--- src/rtl/psg_pkg.sv ---
`default_nettype none

package psg_pkg;

    localparam int FRACTION_BITS = 16;

    localparam int STEP_W   = 16;
    localparam int TONE_W   = 10;
    localparam int GAIN_W   = 14;
    localparam int PER_W    = 28;
    localparam int CD_W     = 32;
    localparam int ALU_W    = 44;
    localparam int LEFT_W   = FRACTION_BITS + 2;
    localparam int MUL_A_W  = 24;
    localparam int MUL_B_W  = 17;
    localparam int MUL_P_W  = MUL_A_W + MUL_B_W;
    localparam int SAMPLE_W = 15;
    localparam int LFSR_W   = 17;

    localparam logic [STEP_W-1:0]   STEP_RESET     = 16'd12918;
    localparam logic [PER_W-1:0]    PERIOD_FLOOR   = 28'h00003fe;
    localparam logic [LFSR_W-1:0]   TAPS_WHITE     = 17'h14002;
    localparam logic [LFSR_W-1:0]   TAPS_PERIODIC  = 17'h08000;
    localparam logic [LFSR_W-1:0]   SHIFTER_PRESET = 17'h00f35;
    localparam logic [SAMPLE_W-1:0] FULL_SCALE     = 15'h7fff;

    localparam logic signed [ALU_W-1:0] STEP_SIZE  = ALU_W'(64'd1 << FRACTION_BITS);
    localparam logic signed [ALU_W-1:0] FULL_LIMIT = ALU_W'(64'd32767 << FRACTION_BITS);

    localparam logic [2:0] REG_NOISE = 3'd6;

    typedef struct packed {
        logic signed [ALU_W-1:0] a;
        logic signed [ALU_W-1:0] b;
        logic                    sub;
    } alu_req_t;

    function automatic logic [GAIN_W-1:0] gain_rom(input logic [3:0] idx);
        logic [GAIN_W-1:0] g;
        case (idx)
            4'd0:    g = 14'd10922;
            4'd1:    g = 14'd8878;
            4'd2:    g = 14'd7052;
            4'd3:    g = 14'd5601;
            4'd4:    g = 14'd4449;
            4'd5:    g = 14'd3534;
            4'd6:    g = 14'd2807;
            4'd7:    g = 14'd2230;
            4'd8:    g = 14'd1771;
            4'd9:    g = 14'd1407;
            4'd10:   g = 14'd1117;
            4'd11:   g = 14'd887;
            4'd12:   g = 14'd705;
            4'd13:   g = 14'd560;
            4'd14:   g = 14'd444;
            default: g = 14'd0;
        endcase
        return g;
    endfunction

endpackage

`default_nettype wire

--- src/rtl/psg_in_if.sv ---
`default_nettype none

interface psg_in_if;
    import psg_pkg::*;

    logic       valid;
    logic       ready;
    logic       operation;
    logic [7:0] write_data;

    modport source (output valid, output operation, output write_data, input ready);
    modport sink (input valid, input operation, input write_data, output ready);
endinterface

`default_nettype wire

--- src/rtl/psg_out_if.sv ---
`default_nettype none

interface psg_out_if;
    import psg_pkg::*;

    logic                valid;
    logic                ready;
    logic [SAMPLE_W-1:0] sample;

    modport source (output valid, output sample, input ready);
    modport sink (input valid, input sample, output ready);
endinterface

`default_nettype wire

--- src/rtl/psg_alu.sv ---
`default_nettype none

module psg_alu (
    input  wire psg_pkg::alu_req_t               req,
    output logic signed [psg_pkg::ALU_W-1:0]     sum,
    output logic                                 not_pos
);
    import psg_pkg::*;

    always_comb
    begin
        if (req.sub)
        begin
            sum = req.a - req.b;
        end
        else
        begin
            sum = req.a + req.b;
        end
        not_pos = (sum <= 0);
    end
endmodule

`default_nettype wire

--- src/rtl/psg_mul.sv ---
`default_nettype none

module psg_mul (
    input  wire logic signed [psg_pkg::MUL_A_W-1:0] a,
    input  wire logic signed [psg_pkg::MUL_B_W-1:0] b,
    output logic signed [psg_pkg::MUL_P_W-1:0]      p
);
    import psg_pkg::*;

    assign p = MUL_P_W'(a) * MUL_P_W'(b);
endmodule

`default_nettype wire

--- src/rtl/psg_three_tone_noise_sound_generator.sv ---
`default_nettype none

// Three square-wave tones and one noise source with a 2 dB volume table. A byte
// write passes through ST_WREG, and also through ST_WPER when it sets a tone
// period. A tick runs a sequencer over the four channels with one shared adder and
// one multiplier: the silent-channel check over all four channels; for each tone,
// the start of its countdown and an edge loop that repeats for each pair of edges
// in one sample; for the noise channel, one pass per event, with an extra step
// when the shift register steps; after each channel, the mix multiply and
// accumulate; and at the end, the presentation of the sample.
// The input is not ready while an item is worked on; a finished sample waits in
// the output register and a tick only stalls at its end if it is still untaken.
// A cfg_we write of the step takes effect at the next period or noise mode write.
module psg_three_tone_noise_sound_generator (
    input  wire logic                        clk,
    input  wire logic                        rst_n,
    input  wire logic                        cfg_we,
    input  wire logic [psg_pkg::STEP_W-1:0]  cfg_wdata,
    psg_in_if.sink                           in_ch,
    psg_out_if.source                        out_ch
);
    import psg_pkg::*;

    typedef enum logic [4:0] {
        ST_IDLE, ST_WREG, ST_WPER, ST_SIL,
        ST_TN_A, ST_TN_B, ST_TN_C, ST_TN_D, ST_TN_F, ST_TN_G, ST_TN_E,
        ST_NZ_A, ST_NZ_B, ST_NZ_C, ST_NZ_D, ST_NZ_E, ST_NZ_F, ST_NZ_G, ST_NZ_H,
        ST_MX_MUL, ST_MX_ACC, ST_DONE
    } state_t;

    state_t                    state_reg;
    logic [STEP_W-1:0]         step_reg;
    logic [7:0]                dat_reg;
    logic [2:0]                latched_reg;
    logic [TONE_W-1:0]         tone_reg [3];
    logic [1:0]                mode_reg;
    logic [TONE_W-1:0]         tval_reg;
    logic [1:0]                tgt_reg;
    logic [GAIN_W-1:0]         gain_reg [4];
    logic [PER_W-1:0]          per_reg [4];
    logic signed [CD_W-1:0]    cd_reg [4];
    logic [3:0]                lvl_reg;
    logic [LFSR_W-1:0]         lfsr_reg;
    logic [LFSR_W-1:0]         taps_reg;
    logic [1:0]                ch_reg;
    logic signed [ALU_W-1:0]   area_reg;
    logic signed [ALU_W-1:0]   total_reg;
    logic signed [ALU_W-1:0]   prod_reg;
    logic signed [LEFT_W-1:0]  left_reg;
    logic signed [LEFT_W-1:0]  ev_reg;
    logic                      out_valid_reg;
    logic [SAMPLE_W-1:0]       sample_reg;

    alu_req_t                  alu_req;
    logic signed [ALU_W-1:0]   alu_sum;
    logic                      alu_not_pos;
    logic signed [MUL_A_W-1:0] mul_a;
    logic signed [MUL_B_W-1:0] mul_b;
    logic signed [MUL_P_W-1:0] mul_p;

    logic signed [ALU_W-1:0]   cd_ext;
    logic signed [ALU_W-1:0]   per_ext;
    logic signed [ALU_W-1:0]   ev_ext;
    logic signed [ALU_W-1:0]   left_ext;
    logic [PER_W-1:0]          new_per;
    logic [PER_W-1:0]          noise_per;
    logic [LFSR_W-1:0]         lfsr_next;
    logic [2:0]                wr_idx;
    logic [1:0]                wr_chan;

    assign cd_ext   = ALU_W'(cd_reg[ch_reg]);
    assign per_ext  = ALU_W'({1'b0, per_reg[ch_reg]});
    assign ev_ext   = ALU_W'(ev_reg);
    assign left_ext = ALU_W'(left_reg);
    assign wr_idx   = dat_reg[7] ? dat_reg[6:4] : latched_reg;
    assign wr_chan  = wr_idx[2:1];

    assign lfsr_next = lfsr_reg[0] ? ((lfsr_reg ^ taps_reg) >> 1) : (lfsr_reg >> 1);

    assign in_ch.ready  = (state_reg == ST_IDLE);
    assign out_ch.valid = out_valid_reg;
    assign out_ch.sample = sample_reg;

    // shared adder operand select
    always_comb
    begin
        alu_req = '{a: cd_ext, b: STEP_SIZE, sub: 1'b0};
        unique case (state_reg)
            ST_SIL:              alu_req = '{a: cd_ext, b: STEP_SIZE, sub: 1'b0};
            ST_TN_B:             alu_req = '{a: cd_ext, b: STEP_SIZE, sub: 1'b1};
            ST_TN_C, ST_TN_D,
            ST_NZ_E:             alu_req = '{a: cd_ext, b: per_ext, sub: 1'b0};
            ST_TN_F, ST_TN_G,
            ST_NZ_F:             alu_req = '{a: area_reg, b: per_ext, sub: 1'b0};
            ST_TN_E, ST_NZ_G:    alu_req = '{a: area_reg, b: cd_ext, sub: 1'b1};
            ST_NZ_B:             alu_req = '{a: area_reg, b: cd_ext, sub: 1'b0};
            ST_NZ_C:             alu_req = '{a: cd_ext, b: ev_ext, sub: 1'b1};
            ST_NZ_H:             alu_req = '{a: left_ext, b: ev_ext, sub: 1'b1};
            ST_MX_ACC:           alu_req = '{a: total_reg, b: prod_reg, sub: 1'b0};
            default:             alu_req = '{a: cd_ext, b: STEP_SIZE, sub: 1'b0};
        endcase
    end

    always_comb
    begin
        if (state_reg == ST_WPER)
        begin
            mul_a = MUL_A_W'({1'b0, step_reg});
            mul_b = MUL_B_W'({1'b0, tval_reg});
        end
        else
        begin
            mul_a = MUL_A_W'(area_reg[LEFT_W-1:0]);
            mul_b = MUL_B_W'({1'b0, gain_reg[ch_reg]});
        end
    end

    always_comb
    begin
        new_per = mul_p[PER_W-1:0];
        if (new_per == '0)
        begin
            new_per = PERIOD_FLOOR;
        end
        if (dat_reg[1:0] == 2'd3)
        begin
            noise_per = {per_reg[2][PER_W-2:0], 1'b0};
        end
        else
        begin
            noise_per = PER_W'({12'd0, step_reg}) << (5 + {1'b0, dat_reg[1:0]});
        end
        if (noise_per == '0)
        begin
            noise_per = PERIOD_FLOOR;
        end
    end

    psg_alu u_alu (
        .req     (alu_req),
        .sum     (alu_sum),
        .not_pos (alu_not_pos)
    );

    psg_mul u_mul (
        .a (mul_a),
        .b (mul_b),
        .p (mul_p)
    );

    always_ff @(posedge clk or negedge rst_n)
    begin
        if (!rst_n)
        begin
            state_reg     <= ST_IDLE;
            step_reg      <= STEP_RESET;
            latched_reg   <= '0;
            mode_reg      <= '0;
            for (int i = 0; i < 3; i++)
            begin
                tone_reg[i] <= '0;
            end
            for (int i = 0; i < 4; i++)
            begin
                gain_reg[i] <= '0;
                per_reg[i]  <= PER_W'(STEP_RESET);
                cd_reg[i]   <= CD_W'(STEP_RESET);
            end
            lvl_reg       <= {SHIFTER_PRESET[0], 3'b000};
            lfsr_reg      <= SHIFTER_PRESET;
            taps_reg      <= '0;
            ch_reg        <= '0;
            out_valid_reg <= 1'b0;
        end
        else
        begin
            if (cfg_we)
            begin
                step_reg <= cfg_wdata;
            end
            if (out_valid_reg && out_ch.ready)
            begin
                out_valid_reg <= 1'b0;
            end
            unique case (state_reg)
                ST_IDLE:
                begin
                    if (in_ch.valid)
                    begin
                        dat_reg   <= in_ch.write_data;
                        ch_reg    <= '0;
                        total_reg <= '0;
                        state_reg <= in_ch.operation ? ST_SIL : ST_WREG;
                    end
                end
                ST_WREG:
                begin
                    state_reg <= ST_IDLE;
                    if (dat_reg[7])
                    begin
                        latched_reg <= wr_idx;
                        if (wr_idx == REG_NOISE)
                        begin
                            mode_reg   <= dat_reg[1:0];
                            taps_reg   <= dat_reg[2] ? TAPS_WHITE : TAPS_PERIODIC;
                            per_reg[3] <= noise_per;
                        end
                        else if (wr_idx[0])
                        begin
                            gain_reg[wr_chan] <= gain_rom(dat_reg[3:0]);
                        end
                        else
                        begin
                            tone_reg[wr_chan][3:0] <= dat_reg[3:0];
                            tval_reg  <= {tone_reg[wr_chan][TONE_W-1:4], dat_reg[3:0]};
                            tgt_reg   <= wr_chan;
                            state_reg <= ST_WPER;
                        end
                    end
                    else if (!wr_idx[0] && wr_idx != REG_NOISE)
                    begin
                        tone_reg[wr_chan][TONE_W-1:4] <= dat_reg[5:0];
                        tval_reg  <= {dat_reg[5:0], tone_reg[wr_chan][3:0]};
                        tgt_reg   <= wr_chan;
                        state_reg <= ST_WPER;
                    end
                end
                ST_WPER:
                begin
                    per_reg[tgt_reg] <= new_per;
                    if (tgt_reg == 2'd2 && mode_reg == 2'd3)
                    begin
                        per_reg[3] <= {new_per[PER_W-2:0], 1'b0};
                    end
                    state_reg <= ST_IDLE;
                end
                ST_SIL:
                begin
                    if (gain_reg[ch_reg] == '0 && cd_ext <= STEP_SIZE)
                    begin
                        cd_reg[ch_reg] <= alu_sum[CD_W-1:0];
                    end
                    ch_reg <= ch_reg + 2'd1;
                    if (ch_reg == 2'd3)
                    begin
                        state_reg <= ST_TN_A;
                    end
                end
                ST_TN_A:
                begin
                    area_reg  <= lvl_reg[ch_reg] ? cd_ext : '0;
                    state_reg <= ST_TN_B;
                end
                ST_TN_B:
                begin
                    cd_reg[ch_reg] <= alu_sum[CD_W-1:0];
                    state_reg      <= ST_TN_C;
                end
                ST_TN_C:
                begin
                    if (cd_ext <= 0)
                    begin
                        cd_reg[ch_reg] <= alu_sum[CD_W-1:0];
                        state_reg      <= ST_TN_D;
                    end
                    else
                    begin
                        state_reg <= ST_TN_E;
                    end
                end
                ST_TN_D:
                begin
                    if (cd_ext > 0)
                    begin
                        lvl_reg[ch_reg] <= !lvl_reg[ch_reg];
                        state_reg       <= lvl_reg[ch_reg] ? ST_TN_E : ST_TN_F;
                    end
                    else
                    begin
                        cd_reg[ch_reg] <= alu_sum[CD_W-1:0];
                        state_reg      <= ST_TN_G;
                    end
                end
                ST_TN_G:
                begin
                    area_reg  <= alu_sum;
                    state_reg <= ST_TN_C;
                end
                ST_TN_F:
                begin
                    area_reg  <= alu_sum;
                    state_reg <= ST_TN_E;
                end
                ST_TN_E:
                begin
                    if (lvl_reg[ch_reg])
                    begin
                        area_reg <= alu_sum;
                    end
                    state_reg <= ST_MX_MUL;
                end
                ST_NZ_A:
                begin
                    area_reg  <= '0;
                    left_reg  <= LEFT_W'(STEP_SIZE);
                    state_reg <= ST_NZ_B;
                end
                ST_NZ_B:
                begin
                    if (cd_ext > 0 && cd_ext < left_ext)
                    begin
                        ev_reg <= cd_reg[ch_reg][LEFT_W-1:0];
                    end
                    else
                    begin
                        ev_reg <= left_reg;
                    end
                    if (lvl_reg[ch_reg])
                    begin
                        area_reg <= alu_sum;
                    end
                    state_reg <= ST_NZ_C;
                end
                ST_NZ_C:
                begin
                    cd_reg[ch_reg] <= alu_sum[CD_W-1:0];
                    state_reg      <= ST_NZ_D;
                end
                ST_NZ_D:
                begin
                    if (cd_ext <= 0)
                    begin
                        lfsr_reg        <= lfsr_next;
                        lvl_reg[ch_reg] <= lfsr_next[0];
                        state_reg       <= ST_NZ_E;
                    end
                    else
                    begin
                        state_reg <= ST_NZ_G;
                    end
                end
                ST_NZ_E:
                begin
                    cd_reg[ch_reg] <= alu_sum[CD_W-1:0];
                    state_reg      <= lvl_reg[ch_reg] ? ST_NZ_F : ST_NZ_G;
                end
                ST_NZ_F:
                begin
                    area_reg  <= alu_sum;
                    state_reg <= ST_NZ_G;
                end
                ST_NZ_G:
                begin
                    if (lvl_reg[ch_reg])
                    begin
                        area_reg <= alu_sum;
                    end
                    state_reg <= ST_NZ_H;
                end
                ST_NZ_H:
                begin
                    left_reg  <= alu_sum[LEFT_W-1:0];
                    state_reg <= alu_not_pos ? ST_MX_MUL : ST_NZ_B;
                end
                ST_MX_MUL:
                begin
                    prod_reg  <= ALU_W'(mul_p);
                    state_reg <= ST_MX_ACC;
                end
                ST_MX_ACC:
                begin
                    total_reg <= alu_sum;
                    ch_reg    <= ch_reg + 2'd1;
                    if (ch_reg == 2'd3)
                    begin
                        state_reg <= ST_DONE;
                    end
                    else if (ch_reg == 2'd2)
                    begin
                        state_reg <= ST_NZ_A;
                    end
                    else
                    begin
                        state_reg <= ST_TN_A;
                    end
                end
                ST_DONE:
                begin
                    if (!out_valid_reg)
                    begin
                        if (total_reg < 0 || total_reg > FULL_LIMIT)
                        begin
                            sample_reg <= FULL_SCALE;
                        end
                        else
                        begin
                            sample_reg <= total_reg[FRACTION_BITS +: SAMPLE_W];
                        end
                        out_valid_reg <= 1'b1;
                        state_reg     <= ST_IDLE;
                    end
                end
                default:
                begin
                    state_reg <= ST_IDLE;
                end
            endcase
        end
    end

    // a transfer in always starts a sequence
    a_accept_busy: assert property (@(posedge clk) disable iff (!rst_n)
        (in_ch.valid && in_ch.ready) |=> (state_reg != ST_IDLE))
        else $error("accepted item did not start");

    // tone leaves its edge loop with a positive countdown
    a_tone_exit: assert property (@(posedge clk) disable iff (!rst_n)
        (state_reg == ST_TN_E) |-> (cd_reg[ch_reg] > 0))
        else $error("tone countdown not positive at exit");

    // periods never stall a channel
    a_period_nonzero: assert property (@(posedge clk) disable iff (!rst_n)
        (per_reg[ch_reg] != '0))
        else $error("zero channel period");

    // a sample is only presented after the mix finished
    a_sample_from_done: assert property (@(posedge clk) disable iff (!rst_n)
        $rose(out_valid_reg) |-> ($past(state_reg) == ST_DONE))
        else $error("sample not from mix");

endmodule

`default_nettype wire

--- src/flat_wrapper.sv ---
// flat-port wrapper written by rule: the top's interface ports become plain ports
module psg_three_tone_noise_sound_generator_flat import psg_pkg::*;
  (clk, rst_n, cfg_we, cfg_wdata, in_ch_valid, in_ch_operation, in_ch_write_data, in_ch_ready, out_ch_valid, out_ch_sample, out_ch_ready);
  psg_in_if in_ch_i ();
  psg_out_if out_ch_i ();
  input  wire logic clk;
  input  wire logic rst_n;
  input  wire logic cfg_we;
  input  wire logic [psg_pkg::STEP_W-1:0] cfg_wdata;
  input wire logic [$bits(in_ch_i.valid)-1:0] in_ch_valid;
  input wire logic [$bits(in_ch_i.operation)-1:0] in_ch_operation;
  input wire logic [$bits(in_ch_i.write_data)-1:0] in_ch_write_data;
  output wire logic [$bits(in_ch_i.ready)-1:0] in_ch_ready;
  output wire logic [$bits(out_ch_i.valid)-1:0] out_ch_valid;
  output wire logic [$bits(out_ch_i.sample)-1:0] out_ch_sample;
  input wire logic [$bits(out_ch_i.ready)-1:0] out_ch_ready;
  assign in_ch_i.valid = in_ch_valid;
  assign in_ch_i.operation = in_ch_operation;
  assign in_ch_i.write_data = in_ch_write_data;
  assign in_ch_ready = in_ch_i.ready;
  assign out_ch_valid = out_ch_i.valid;
  assign out_ch_sample = out_ch_i.sample;
  assign out_ch_i.ready = out_ch_ready;
  psg_three_tone_noise_sound_generator u_core (.clk(clk), .rst_n(rst_n), .cfg_we(cfg_we), .cfg_wdata(cfg_wdata), .in_ch(in_ch_i), .out_ch(out_ch_i));
endmodule
--- config.mk ---
export PLATFORM = sky130hd
export DESIGN_NAME = psg_three_tone_noise_sound_generator_flat
export DESIGN_NICKNAME = d
export VERILOG_FILES = /design/src/rtl/psg_pkg.sv /design/src/rtl/psg_in_if.sv /design/src/rtl/psg_out_if.sv /design/src/rtl/psg_alu.sv /design/src/rtl/psg_mul.sv /design/src/rtl/psg_three_tone_noise_sound_generator.sv /design/src/flat_wrapper.sv
export SDC_FILE = /design/constraint.sdc
export NUM_CORES = 2
export LEC_CHECK = 0
export ABC_AREA = 0
export BUFFER_PORTS_ARGS = -buffer_cell sky130_fd_sc_hd__buf_2
export CAP_MARGIN = 20
export CORE_UTILIZATION = 65
export DETAILED_ROUTE_END_ITERATION = 8
export PLACE_DENSITY = 0.8
export SYNTH_ARGS = -nofsm -noshare
export SYNTH_HDL_FRONTEND = slang
export SYNTH_HIERARCHICAL = 1
export SYNTH_SLANG_ARGS = --single-unit
--- constraint.sdc ---
create_clock -name clk -period 11.8 [get_ports clk]
set_clock_uncertainty 0.15 [all_clocks]
set_input_delay 3.54 -clock clk [delete_from_list [all_inputs] [get_ports clk]]
set_output_delay 3.54 -clock clk [all_outputs]
set_load 0.05 [all_outputs]
==> Word-level counts from Yosys, hierarchy flattened <==
Memory sizes are Yosys's and may differ from the RTL's. A register that Yosys moved wholly into a read port is not among the register bits.
Index checks and enable logic that the tools add are counted.
{ "classes": {"addsub": 4, "n_mul": 1, "n_div": 0, "n_lt_le_gt_ge": 15, "eq_ne": 41, "n_shift": 1, "muxes": 100, "n_bitwise": 6, "reduce_logical": 49} }
{ "op_table": {"columns": ["operator", "count"], "rows": [
  ["case mux 89 bit (8 select lines)", 1],
  ["case mux 128 bit (4 select lines)", 1],
  ["2-to-1 mux 128 bit", 3],
  ["2-to-1 mux 28 bit", 9],
  ["2-to-1 mux 44 bit", 4],
  ["case mux 44 bit (4 select lines)", 1],
  ["bitwise mux 128 bit", 1],
  ["2-to-1 mux 30 bit", 4],
  ["bitwise mux 112 bit", 1],
  ["2-to-1 mux 14 bit", 8],
  ["case mux 5 bit (20 select lines)", 1],
  ["2-to-1 mux 32 bit", 3],
  ["case mux 44 bit (2 select lines)", 1],
  ["2-to-1 mux 10 bit", 7],
  ["binary-select mux 32 bit (select 2 bit)", 1],
  ["demux 32 bit (select 2 bit)", 1],
  ["bitwise mux 30 bit", 2],
  ["binary-select mux 28 bit (select 2 bit)", 1],
  ["bitwise mux 56 bit", 1],
  ["demux 28 bit (select 2 bit)", 1],
  ["zero test 28 bit", 2],
  ["case mux 28 bit (2 select lines)", 1],
  ["2-to-1 mux 5 bit", 9],
  ["adder 44 bit", 1],
  ["other kinds (59)", 152]
]} }
{ "word_totals": {"ff_bits": 584, "latchBits": 0, "mem_bits_rw": 0, "rom_bits": 224, "out_inout_bits": 17, "wordCells": 251, "mem_count": 1} }
{ "memory_table": {"columns": ["name", "depth", "width", "read_ports", "rd_clocked_by_memory_dff", "write_ports", "line_no", "source"], "rows": [
  ["(name not given)", 16, 14, 1, 1, 0, "psg_pkg.sv:40", "case (idx)"]
]} }

==> Longest topological paths before layout <==
{ "logic_depth": {"word_depth": 11, "mapped_depth": 38} }

==> By module <==
Netlist, hierarchy kept.
{ "by_module_without_submodules": {"columns": ["module", "n_inst", "cells_each", "area_each_um2"], "rows": [
  ["psg_three_tone_noise_sound_generator", 1, 2319, 28828.9],
  ["psg_mul", 1, 1675, 14816.7],
  ["psg_alu", 1, 527, 3463.3]
]} }

==> Worst setup path after synthesis <==
OpenSTA, ideal clock, no wires.
{ "synth_path": {"kind": "reg2reg", "startpoint": "reg u_core.ch_reg[0]", "endpoint": "reg u_core.state_reg[2]", "setup_ns": 0.131, "t_arrival_ns": 8.733, "t_required_ns": 11.519, "slack_ns": 2.787, "path_stages_with_launch": 32, "path_buffers": 4, "period_less_slack_ns": 9.013, "path_cell_list": "dfrtp_1 > clkbuf_1 > buf_4 > buf_2 > buf_1 > mux4_2 > a222oi_1 > nand2_1 > or4_1 > nor3_1 > nor4b_1 > nor3b_1 > nor3b_1 > a21oi_1 > xnor2_1 > ha_1 > a21oi_1 > o21ai_1 > a2111oi_0 > o31ai_1 > a41oi_1 > xnor2_1 > nor2_1 > or4b_1 > or4_1 > or4b_1 > o31ai_2 > o21bai_1 > nand3_1 > o21ai_0 > a31oi_1 > o31ai_1"} }
{ "synth_lines": {"columns": ["item", "line_no", "source"], "rows": [
  ["from (decl)", "psg_three_tone_noise_sound_generator.sv:45", "logic [1:0] ch_reg;"],
  ["from (signal assigned)", "psg_three_tone_noise_sound_generator.sv:243", "ch_reg <= ch_reg + 2'd1;"],
  ["from (signal assigned)", "psg_three_tone_noise_sound_generator.sv:373", "ch_reg <= ch_reg + 2'd1;"],
  ["to (signal assigned)", "psg_three_tone_noise_sound_generator.sv:193", "state_reg <= in_ch.operation ? ST_SIL : ST_WREG;"],
  ["to (signal assigned)", "psg_three_tone_noise_sound_generator.sv:276", "state_reg <= lvl_reg[ch_reg] ? ST_TN_E : ST_TN_F;"],
  ["to (signal assigned)", "psg_three_tone_noise_sound_generator.sv:345", "state_reg <= lvl_reg[ch_reg] ? ST_NZ_F : ST_NZ_G;"],
  ["to (decl)", "psg_three_tone_noise_sound_generator.sv:31", "state_t state_reg;"]
]} }

==> Final worst setup path <==
{ "layout_path": {"startpoint": "reg u_core.state_reg[0]", "endpoint": "reg u_core/per_reg[10] in the netlist's numbering"} }
{ "layout_between": {"elab_chain_cells": 8, "elab_cells_between_ends": 14, "cone_classes": "mul: 1; eq/ne: 4; mux: 6; reduce/logical: 3"} }
{ "layout_lines": {"columns": ["item", "line_no", "source"], "rows": [
  ["equality test 5 x 2 -> 1 bit *", "psg_three_tone_noise_sound_generator.sv:106", "if (state_reg == ST_WPER)"],
  ["2-to-1 mux 18 bit *", "psg_three_tone_noise_sound_generator.sv:106", null],
  ["named net u_core.mul_a[14]", "psg_three_tone_noise_sound_generator.sv:57", "logic signed [MUL_A_W-1:0] mul_a;"],
  ["multiplier 18 x 14 -> 32 bit *", "psg_mul.sv:10", "assign p = MUL_P_W'(a) * MUL_P_W'(b);"],
  ["named net u_core.mul_p[23]", "psg_three_tone_noise_sound_generator.sv:59", "logic signed [MUL_P_W-1:0] mul_p;"],
  ["zero test 28 bit *", "psg_three_tone_noise_sound_generator.sv:121", "if (new_per == '0)"],
  ["2-to-1 mux 28 bit *", "psg_three_tone_noise_sound_generator.sv:121", null],
  ["bitwise mux 112 bit", "psg_three_tone_noise_sound_generator.sv:230", "per_reg[tgt_reg] <= new_per;"],
  ["2-to-1 mux 28 bit *", "psg_three_tone_noise_sound_generator.sv:231", "if (tgt_reg == 2'd2 && mode_reg == 2'd3)"],
  ["case mux 28 bit (2 select lines) *", "psg_three_tone_noise_sound_generator.sv:185", "unique case (state_reg)"],
  ["to (signal, indexed assignment)", "psg_three_tone_noise_sound_generator.sv:166", "per_reg[i] <= PER_W'(STEP_RESET);"],
  ["to (signal, indexed assignment)", "psg_three_tone_noise_sound_generator.sv:230", null],
  ["to (decl)", "psg_three_tone_noise_sound_generator.sv:40", "logic [PER_W-1:0] per_reg [4];"]
]} }
The timed path passes the listed nets; every way through them passes the cells marked *.
A chain may end at the register's enable or synchronous reset.

==> flow_summary.yaml <==
cells_and_area:
  largest_reg_flops: 128
  multi_input_area_um2: 28700
  fin_nets: 5155
  stdcell_area_um2: 50600
  drive_above_1_share_pct: 15.1
  regArea_um2: 15800
  final_core_util_pct: 70.6
  fin_cells: 5539
  fillers: 5184
  area_growth_pct: 7.31
timing:
  slew-limit-headroom_pct: 20.1
  final-setup-viol-count: 0
  slew_violations: 0
  fin_setup_tns_ns: 0
  worst_slew_pin_slew_ns: 1.19
  fmax_ghz: 0.0920
  hold_viol: 0
  rsz0062_at_grt: "false"
  fin_crit_sh_pct: 92.1
  period_minus_slack_ns: 10.87
global_routing:
  grt_pass1_wl_um: 205000
  antenna_found_initial: 7
  grt_max_degree: 176
  overflow: 0
  grt_pass1_vias: 35776
  grt.total_usage_pct: 36.3
floorplanning:
  die_x_um: 271
  num_rows: 98
  ios: 47
  die_h_um: 271
  initial_core_util_pct: 65.8
  die_area_um2: 73600
  core_area_um2: 71600
clock_tree:
  clock_sinks: 591
  clock-root-buffer: "clkbuf_16"
  htree_levels: 2
  cts-hold-fix-buffers: 0
  cts_buffer_depth: 3
  post_cts_buffers: 0
  cts_buffers: 61
  cts_tree: "built"
  clkLatencyLatePin_ns: 0.66
  path_clk_slew_ns: 0.06
  cts_resized: 0
placed_design:
  dpl-instance-area_um2: 48500
  place_congestion: 1.01
  port_buffers: 46
  dp.cells: 5419
  hpwlAfterDp_um: 97300
drt:
  drc: 2
  via_per_inst: 6.40
  drtIter0Drc: 4586
  antenna_left: 0
  dr.pass1.iters: 9
  wire_per_inst_um: 23.8
  routed_wl_um: 132000
  vias: 35474
synth:
  yosysTopAreaCell: "fa_1"
  avgSynthCellArea_um2: 10.4
  synth_edf_count: 200
  synth_seq_cells: 591
  ys_seq_area_share_pct: 33.6
  synth_area_leaders: "fa_1, dfrtp_1, edfxtp_1"
  yosysWarnings: 6
  synthFlopType: "dfrtp_1"
  syn_area_um2: 47100
  synthDistinctLibCells: 98
  synth_top_area_share_pct: 17.1
  syn_inst: 4521
  async_flop_share_pct: 63.8
setup_path:
  cp.required_ns: 12.18
  path_buf_inv: 7
  crit_path_frequent_cell: "fa_1"
  crit_type: "reg2reg"
  cp_slowest_cell: "nor2_4"
  crit_path_start_kind: "flip-flop"
  endpoint_kind: "flip-flop"
  cp.arrival_ns: 11.25
  crit_fanout: 32
  cp_slowest_stage_delay_ns: 0.82
  cp_top_family: "simple AND/OR/NAND/NOR gates"
status:
  status: "complete, but fails checks"
  violations: "DRC"
min_path:
  holdCritPathClass: "reg2reg"
flow_run:
  maxCapViolCount: 0
==> stage by stage <==
step	setup slack (ns)	hold slack, ns
after detailed placement	1.38	0.323
final	0.930	0.333
after global placement	1.62	0.310
after CTS	1.27	0.336
after global routing	0.218	0.345
after floorplan	2.79	0.295
==> path summary, 6_finish.rpt <==
check	to	depth (start not counted)	from	slack, ns
max	u_core/per_reg[10]	33	u_core/state_reg[0]	0.93
min in group asynchronous	u_core/cd_reg[59]	1	rst_n	2.58
min	u_core/tone_reg[13]	2	u_core/tone_reg[13]	0.33
min reg2reg	u_core/tone_reg[13]	2	u_core/tone_reg[13]	0.33
max reg2reg	u_core/per_reg[10]	33	u_core/state_reg[0]	0.93
max in group asynchronous	u_core/step_reg[15]	4	rst_n	6.22
==> cells in the mapped netlist (13+ instances only) <==
cell type	instances
a222oi_1	36
mux4_2	80
nor4_1	40
a221oi_1	31
edfxtp_1	200
ha_1	188
xor2_1	26
mux2i_1	32
o21ai_0	115
fa_1	402
buf_2	13
nand4_1	30
dfxtp_1	14
o211ai_1	13
nand2_1	620
nor2b_1	20
mux2_1	71
a22o_1	39
nand3_1	44
nor2_1	187
dfrtp_1	296
and3_1	38
nor3_1	42
buf_1	19
clkbuf_1	185
a221o_1	28
xnor2_1	95
nand2b_1	42
mux2_2	260
o21a_1	13
a31oi_1	35
dfstp_2	81
buf_4	14
and2_1	226
inv_1	522
a21o_1	55
a21oi_1	177
a211oi_1	15
==> layout make-up <==
type / instances / share of cell area, %
Tap cell: 950 / 2.35
Clock buffer: 87 / 3.48
Timing Repair Buffer: 118 / 1.56
Multi-Input combinational cell: 3238 / 56.8
Inverter: 525 / 3.90
Antenna cell: 1 / 0.00495
Clock inverter: 29 / 0.554
Sequential cell: 591 / 31.3
==> cells in the final DEF, fill, tap and decap left out, types with 30 or more instances in the layout <==
cell type	instances
edfxtp_1	200
nand3_1	44
and3_1	37
mux2i_1	32
dfrtp_1	294
nand4_1	30
nand2b_1	42
inv_1	522
nor3_1	39
and2_1	226
a31oi_1	35
fa_1	402
a21oi_1	176
buf_4	70
mux4_2	80
a222oi_1	36
clkbuf_16	64
mux2_1	71
buf_2	46
nand2_1	620
conb_1	67
a21o_1	54
nor2_1	186
a221oi_1	31
ha_1	188
xnor2_1	95
nor4_1	38
o21ai_0	114
mux2_2	260
dfstp_2	81
a22o_1	39
==> cell families (layout without fill, tap and decap cells) <==
logic type                 count (synthesis)  count (layout)  share of synthesized area (%)
xor gates and xnor gates                 121             121                           2.25
other                                      1              68                        0.00796
DFF                                      591             591                           33.6
and+or+nand+nor                         1351            1351                           13.7
muxes                                    443             443                           12.4
AOI/OAI and AO/OA                        666             666                           9.71
buffers and inverters                    758             759                           6.22
adders and majority gates                590             590                           22.1
==> routing by layer <==
| layer | share of wire, % | track usage [%] |
|---|---|---|
| met4 | 5.9 | 19.1 |
| met5 | 0.012 | 0 |
| met2 | 45 | 55.8 |
| met1 | 39 | 49.4 |
| met3 | 9.7 | 6.93 |
==> worst min-delay path, delay by kind of cell (launching register included) <==
kind / cells / cell delay (ns)
flip-flops: 1 / 0.34
AO/OA/AOI/OAI: 1 / 0.06
AND/OR/NAND/NOR: 1 / 0.05
Power is not shown: default switching activity piles up to over one toggle a cycle in this logic, so the estimate is an artifact.
